### src/hdl/psie_pkg.sv
// Shared types and constants for the prefix set include/exclude unit.
`default_nettype none
package psie_pkg;

    localparam int unsigned NET_W = 64;
    localparam int unsigned LEN_W = 7;
    localparam logic [LEN_W-1:0] MAX_LEN = 7'd64;

    typedef enum logic [1:0] {
        ACT_INCLUDE = 2'd0,
        ACT_EXCLUDE = 2'd1,
        ACT_READ    = 2'd2,
        ACT_CLEAR   = 2'd3
    } action_t;

    typedef enum logic [1:0] {
        ST_OK        = 2'd0,
        ST_FULL      = 2'd1,
        ST_BAD_INDEX = 2'd2
    } status_t;

    // Controller states
    typedef enum logic [4:0] {
        S_IDLE,
        S_READ_WAIT,
        S_READ_DONE,
        S_INC_COVER,
        S_INC_SIB,
        S_INC_CLIMB,
        S_INC_KEEP,
        S_INC_COMPACT,
        S_INC_APPEND,
        S_EXC_FIND,
        S_EXC_SHIFT,
        S_EXC_NEXT,
        S_EXC_DROP,
        S_DONE
    } state_t;

    // Controller to datapath commands
    typedef struct packed {
        logic load;          // capture the item
        logic scan_clear;    // reset scan pointers / accumulators
        logic scan_step;     // advance scan by one entry
        logic cover_test;    // include: test cover, set hit
        logic sib_acc;       // include: accumulate sibling bits
        logic climb_init;    // include: shift scale into position
        logic climb_step;    // include: climb one level
        logic keep_acc;      // include: count kept entries
        logic compact_write; // write kept entry at write pointer
        logic append;        // write base entry, set count
        logic exc_test;      // exclude: test cover of entry
        logic shift_write;   // exclude: move entry down by one
        logic shift_done;    // exclude: decrement count
        logic sib_next;      // exclude: next level
        logic drop_write;    // exclude: compact away inner entries
        logic drop_done;     // exclude: set count to write pointer
        logic set_full;      // record table full
        logic clear_count;   // clear table
        logic read_fetch;    // read request
        logic read_take;     // capture read result
        logic strobe;        // present result
    } dp_cmd_t;

    // Datapath to controller status
    typedef struct packed {
        logic [1:0] action;
        logic       scan_end;    // scan pointer reached count
        logic       hit;         // cover found
        logic       climb_more;  // climb continues
        logic       keep_full;   // kept >= depth
        logic       keep_match;  // current entry is kept
        logic       exc_more;    // more sibling levels
    } dp_stat_t;

    function automatic logic [NET_W-1:0] host_mask(input logic [LEN_W-1:0] len);
        logic [NET_W-1:0] m;
        begin
            if (len >= MAX_LEN)
                m = '0;
            else
                m = {NET_W{1'b1}} >> len;
            return m;
        end
    endfunction

endpackage
`default_nettype wire

### src/hdl/psie_ctrl.sv
// Controller state machine for the prefix set include/exclude unit.
`default_nettype none
module psie_ctrl
(
    input  wire logic               clk,
    input  wire logic               rst_n,
    input  wire logic               start,
    output logic                    busy,
    input  wire psie_pkg::dp_stat_t stat,
    output psie_pkg::dp_cmd_t       cmd
);

    psie_pkg::state_t state_reg, state_next;
    // set when current include is a sibling include under an exclude
    logic in_exc_reg, in_exc_next;
    // memory read phase flag: set once the address is issued, while the data is used
    logic rd_ph_reg, rd_ph_next;

    // State register
    always_ff @(posedge clk or negedge rst_n)
    begin
        if (!rst_n)
        begin
            state_reg <= psie_pkg::S_IDLE;
            in_exc_reg <= 1'b0;
            rd_ph_reg <= 1'b0;
        end
        else
        begin
            state_reg <= state_next;
            in_exc_reg <= in_exc_next;
            rd_ph_reg <= rd_ph_next;
        end
    end

    assign busy = (state_reg != psie_pkg::S_IDLE);

    // Every scanning state reads memory: phase 0 issues the address, phase 1 uses data
    always_comb
    begin
        state_next = state_reg;
        in_exc_next = in_exc_reg;
        rd_ph_next = 1'b0;
        cmd = '0;
        unique case (state_reg)
            psie_pkg::S_IDLE:
            begin
                in_exc_next = 1'b0;
                if (start)
                begin
                    cmd.load = 1'b1;
                    cmd.scan_clear = 1'b1;
                    unique case (stat.action)
                        psie_pkg::ACT_INCLUDE: state_next = psie_pkg::S_INC_COVER;
                        psie_pkg::ACT_EXCLUDE: state_next = psie_pkg::S_EXC_FIND;
                        psie_pkg::ACT_READ:    state_next = psie_pkg::S_READ_WAIT;
                        default:
                        begin
                            cmd.clear_count = 1'b1;
                            state_next = psie_pkg::S_DONE;
                        end
                    endcase
                end
            end
            psie_pkg::S_READ_WAIT:
            begin
                cmd.read_fetch = 1'b1;
                state_next = psie_pkg::S_READ_DONE;
            end
            psie_pkg::S_READ_DONE:
            begin
                cmd.read_take = 1'b1;
                state_next = psie_pkg::S_DONE;
            end
            psie_pkg::S_INC_COVER:
            begin
                if (stat.scan_end)
                begin
                    cmd.scan_clear = 1'b1;
                    state_next = psie_pkg::S_INC_SIB;
                end
                else if (!rd_ph_reg)
                    rd_ph_next = 1'b1;
                else if (stat.hit)
                    state_next = in_exc_reg ? psie_pkg::S_EXC_NEXT : psie_pkg::S_DONE;
                else
                begin
                    cmd.cover_test = 1'b1;
                    cmd.scan_step = 1'b1;
                end
            end
            psie_pkg::S_INC_SIB:
            begin
                if (stat.scan_end)
                begin
                    cmd.climb_init = 1'b1;
                    state_next = psie_pkg::S_INC_CLIMB;
                end
                else if (!rd_ph_reg)
                    rd_ph_next = 1'b1;
                else
                begin
                    cmd.sib_acc = 1'b1;
                    cmd.scan_step = 1'b1;
                end
            end
            psie_pkg::S_INC_CLIMB:
            begin
                if (stat.climb_more)
                    cmd.climb_step = 1'b1;
                else
                begin
                    cmd.scan_clear = 1'b1;
                    state_next = psie_pkg::S_INC_KEEP;
                end
            end
            psie_pkg::S_INC_KEEP:
            begin
                if (stat.scan_end)
                begin
                    cmd.scan_clear = 1'b1;
                    if (stat.keep_full)
                    begin
                        cmd.set_full = 1'b1;
                        state_next = in_exc_reg ? psie_pkg::S_EXC_NEXT : psie_pkg::S_DONE;
                    end
                    else
                        state_next = psie_pkg::S_INC_COMPACT;
                end
                else if (!rd_ph_reg)
                    rd_ph_next = 1'b1;
                else
                begin
                    cmd.keep_acc = 1'b1;
                    cmd.scan_step = 1'b1;
                end
            end
            psie_pkg::S_INC_COMPACT:
            begin
                if (stat.scan_end)
                    state_next = psie_pkg::S_INC_APPEND;
                else if (!rd_ph_reg)
                    rd_ph_next = 1'b1;
                else
                begin
                    cmd.compact_write = stat.keep_match;
                    cmd.scan_step = 1'b1;
                end
            end
            psie_pkg::S_INC_APPEND:
            begin
                cmd.append = 1'b1;
                state_next = in_exc_reg ? psie_pkg::S_EXC_NEXT : psie_pkg::S_DONE;
            end
            psie_pkg::S_EXC_FIND:
            begin
                // a hit switches scan_end to the shift bound, so test it first
                if (stat.hit)
                begin
                    // scan pointer stays at the hit; shift follows from there
                    state_next = psie_pkg::S_EXC_SHIFT;
                end
                else if (stat.scan_end)
                begin
                    cmd.scan_clear = 1'b1;
                    state_next = psie_pkg::S_EXC_DROP;
                end
                else if (!rd_ph_reg)
                    rd_ph_next = 1'b1;
                else
                begin
                    cmd.exc_test = 1'b1;
                    cmd.scan_step = 1'b1;
                end
            end
            psie_pkg::S_EXC_SHIFT:
            begin
                // shift entries above the hit down by one: read i+1, write i
                if (stat.scan_end)
                begin
                    cmd.shift_done = 1'b1;
                    state_next = psie_pkg::S_EXC_NEXT;
                end
                else if (!rd_ph_reg)
                    rd_ph_next = 1'b1;
                else
                begin
                    cmd.shift_write = 1'b1;
                    cmd.scan_step = 1'b1;
                end
            end
            psie_pkg::S_EXC_NEXT:
            begin
                if (stat.exc_more)
                begin
                    cmd.sib_next = 1'b1;
                    cmd.scan_clear = 1'b1;
                    in_exc_next = 1'b1;
                    state_next = psie_pkg::S_INC_COVER;
                end
                else
                    state_next = psie_pkg::S_DONE;
            end
            psie_pkg::S_EXC_DROP:
            begin
                if (stat.scan_end)
                begin
                    cmd.drop_done = 1'b1;
                    state_next = psie_pkg::S_DONE;
                end
                else if (!rd_ph_reg)
                    rd_ph_next = 1'b1;
                else
                begin
                    cmd.drop_write = stat.keep_match;
                    cmd.scan_step = 1'b1;
                end
            end
            psie_pkg::S_DONE:
            begin
                cmd.strobe = 1'b1;
                state_next = psie_pkg::S_IDLE;
            end
            default: state_next = psie_pkg::S_IDLE;
        endcase
    end

endmodule
`default_nettype wire

### config.mk
export PLATFORM = sky130hd
export DESIGN_NAME = psie_ctrl
export DESIGN_NICKNAME = d
export VERILOG_FILES = /design/src/hdl/psie_pkg.sv /design/src/hdl/psie_ctrl.sv
export SDC_FILE = /design/constraint.sdc
export NUM_CORES = 1
export LEC_CHECK = 0
export BUFFER_PORTS_ARGS = -buffer_cell sky130_fd_sc_hd__buf_2
export CORE_ASPECT_RATIO = 1.2
export CORE_MARGIN = 8
export CORE_UTILIZATION = 40
export DETAILED_ROUTE_END_ITERATION = 7
export PLACE_DENSITY = 0.63
export REMOVE_ABC_BUFFERS = 1
export SLEW_MARGIN = 0
export SYNTH_ARGS = -nofsm -noshare
export SYNTH_HDL_FRONTEND = slang
export SYNTH_SLANG_ARGS = --single-unit
### constraint.sdc
create_clock -name clk -period 4.6 [get_ports clk]
set_input_delay 0.69 -clock clk [delete_from_list [all_inputs] [get_ports clk]]
set_output_delay 0.69 -clock clk [all_outputs]
set_load 0.005 [all_outputs]
After elaboration in Yosys (flattened, before gate mapping):

Cells that the tools add are included.

* bits in registers: 7
* input port bits: 11
* output and inout port bits: 22
* logic and storage cells: 98

* equality and inequality tests: 26
* multiplexer cells: 59
* reductions and logical operators: 10

Operator list (number)
* $pmux W5 S13: 1
* $mux W5: 12
* $eq A5 B4 Y1 const B: 6
* $mux W1: 30
* $eq A5 B3 Y1 const B: 4
* $mux W2: 8
* $ne A2 B2 Y1 const B: 8
* $pmux W4 S3: 1
* $eq A5 B2 Y1 const B: 2
* $reduce_and A10 Y1: 1
* $ne A3 B3 Y1 const B: 3
* $mux W4: 2
* $reduce_or A6 Y1: 1
* $eq A5 B1 Y1 const B: 1
* $logic_not A5 Y1: 1
* $pmux W1 S5: 1
* $reduce_bool A5 Y1: 1
* $reduce_or A5 Y1: 1
* $pmux W1 S2: 2
* $mux W3: 1
* $pmux W1 S3: 1
* $reduce_or A3 Y1: 1
* $eq A2 B1 Y1 const B: 1
* $eq A2 B2 Y1 const B: 1
* other kinds (4): 4

Longest topological paths before layout:

* depth after elaboration: 5
* gate-level depth with buffers: 7
* depth with buffers taken out: 5

Worst setup path after synthesis:

OpenSTA, ideal clock, no wires.

* path type: reg-to-output
* start: register state_reg[2]
* end: output port cmd[17] (netlist name)
* arrival: 1.322 ns
* data required time: 3.910 ns
* path slack: 2.588 ns
* stages on the path, launching flop included: 7
* path buffers: 3
* cells stage by stage: dfrtp_1 > buf_6 > buf_4 > buf_4 > nor2_1 > inv_1 > nor4_1

RTL lines
* from (decl): line psie_ctrl.sv:13 `psie_pkg::state_t state_reg, state_next;`
* from (signal assigned): line psie_ctrl.sv:24 `state_reg <= psie_pkg::S_IDLE;`
* from (signal assigned): line psie_ctrl.sv:30 `state_reg <= state_next;`
* to (decl): line psie_ctrl.sv:10 `output psie_pkg::dp_cmd_t cmd`

==> out/summary.txt <==
run status - completed
post-CTS resize count - 0
First-pass DRT Iterations - 4
cell depth of the worst setup path - 5
sequential share of the synthesized area - 16.0%
num rows - 19
R2R Path Start - state_reg[0]$_DFFE_PN0P_
Crit-path slowest cell - dfrtp_1
Post-CTS Hold Buffers - 0
Slew @ Worst Pin - 0.900 ns
synth warn - 0
DPL Wire Length - 1930 µm
crit-path max FO - 30
Core Footprint - 0.00226 mm²
Main synth FF type - dfrtp_1
Synth async-reset ratio - 100%
Core Util, Final - 46.0%
global-route wire length before repair - 4480 µm
total track usage - 12.9%
Leak - 0.473 nW
synthesized flop and latch total - 6
Avg WL per Cell - 14.4 µm
via total after detailed routing - 1,042
crit path buf inv count - 1
gp weighted congestion - 0.837
PortBufs - 32
clk root buf - clkbuf_4
Setup Skew - 0.00168 ns
endpoints failing setup - 0
post-synthesis instance area - 940 µm²
Netlist cell types - 43
Initial Util - 41.6%
PwrDens - 639 mW/mm²
largest net degree at the start of global routing - 33
1st-iter DRT viols - 23
RSZ-0062 raised after global routing - false
Die Y - 69.1 µm
DRT Wirelength - 2630 µm
CP endpoint kind - output port
ANT nets after route - 0
worst relative slew slack - 40.0%
startpoint types - flop
Nets - 165
CP Launch Point - state_reg[2]$_DFFE_PN0P_
CTS H-tree lvls - 1
clock-pin slew on the worst setup and hold paths - 0.04 ns
CP Class - reg -> out
VDD IR max - 0.276 mV
Via density - 5.69
EDFF count, synth - 0
Post-Place Cell Area - 0.00102 mm²
clock buffer count from CTS - 3
reg2reg path depth - 4
# fillers - 245
gr ovfl total - 0
Slew Limit Fails - 0
Die Footprint - 0.00416 mm²
setup TNS - 0 ns
Synth Area per Inst - 7.34 µm²
I/O Pins - 33
Area Growth Syn to Fin - 10.5%
final period utilization - 61.3%
antenna violations before repair - 0
Syn Inst Count - 128
worst-path cell chain - nor2b_1 -> nor3b_1 -> o21ai_0 -> nand3_1 -> buf_2
CP top delay family - flip-flops
Critical Path AT - 2.13 ns
commonest non-fill, non-tap cells in the layout - 32 x buf_2, 17 x nor2_1, 11 x nand2_1, 11 x o21ai_0, 7 x nand3_1
max-cap violation count - 0
ratio of cells with drive above 1 in the final layout - 27.0%
Fmax - 355 MHz
ant diodes - 0
CTS Buffer Depth - 2
Residual DRC - 0
clk_lat worst skew - 0.24 ns
CTS tree - done
Die Span X - 60.2 µm
max reg flops - 4
fin crit period - 2.82 ns
Hold WC Path Type - in -> async
setup repair bufs after CTS - 0
vias in the first global route - 965
CP peak stage delay - 0.88 ns
clk sinks - 6
RR Endpoint - state_reg[2]$_DFFE_PN0P_
endpoints failing hold - 0
total chip power - 0.663 mW
Req. time, crit path - 3.91 ns
r2r setup slk - 2.25 ns
fin area - 0.00104 mm²
most common cell after layout, fill and taps aside - buf_2
## per-layer routing
| layer | vias up | part of all wire (%) | global-route usage, % |
|---|---|---|---|
| li1 | 512 | - | - |
| met1 | 492 | 44 | 16.4 |
| met2 | 33 | 52 | 20.0 |
| met3 | 5 | 3.4 | 2.23 |
| met4 | 0 | 1.4 | 5.85 |
| met5 | - | 0 | 0 |
## where the power goes
group / switching [mW] / internal, mW / total (mW)
registers: 0.144 / 0.0778 / 0.222
clock network: 0.0189 / 0.0295 / 0.0484
logic: 0.186 / 0.207 / 0.393
## cell usage after synthesis, types with 2 or more instances
master / count / area (µm²)
nor2_1: 17 / 63.8
nand2_1: 11 / 41.3
o21ai_0: 11 / 55.1
nand3_1: 7 / 35.0
dfrtp_1: 6 / 150
nand2b_1: 6 / 37.5
nor3_1: 6 / 30.0
a21oi_1: 5 / 25.0
clkbuf_8: 5 / 68.8
nor2b_1: 5 / 31.3
nor4_1: 5 / 31.3
and3_1: 3 / 18.8
buf_6: 3 / 33.8
inv_1: 3 / 11.3
a221oi_1: 2 / 17.5
a22o_1: 2 / 17.5
a31oi_1: 2 / 12.5
buf_4: 2 / 15.0
o211ai_1: 2 / 15.0
o21bai_1: 2 / 15.0
## worst reg2reg max path: cells and delay by family (launching register included)
family	cells	cell delay, ns
AND/OR/NAND/NOR	2	0.66
multiplexers	1	0.33
AO/OA/AOI/OAI	1	0.33
flip-flops	1	0.91
## area by class of cell
cell class / count / area, µm² / share of cell area, %
tap: 31 / 38.8 / 3.73
clock buffer: 3 / 22.5 / 2.17
multi-input combinational: 107 / 652 / 62.8
inverter: 4 / 15.0 / 1.45
sequential: 6 / 150 / 14.5
timing repair buffer: 32 / 160 / 15.4
## worst max path at each step
| stage | to | slack [ns] |
|---|---|---|
| global placement | cmd[19] | 2.16 |
| floorplan | cmd[19] | 2.46 |
| global route | cmd[19] | 1.60 |
| CTS | cmd[19] | 1.83 |
| finish | cmd[19] | 1.78 |
| detailed placement | cmd[19] | 2.10 |
## cell families (layout without fill, tap and decap cells)
logic type	after synthesis	after routing	share of synthesized area [%]
buffers and inverters	15	39	14.6
AOI/OAI and AO/OA	35	35	27.0
muxes	1	1	1.60
xor gates and xnor gates	1	1	0.932
and+or+nand+nor	70	70	39.8
DFF	6	6	16.0
## through the flow
stage,cells,hold WS [ns],setup WS [ns]
after global routing,183,0.252,1.60
after CTS,183,0.257,1.83
after global placement,180,0.508,2.16
after detailed placement,180,0.504,2.10
after floorplan,117,0.394,2.46
final,183,0.255,1.78
Note: power is estimated with default switching activity, not from simulation.
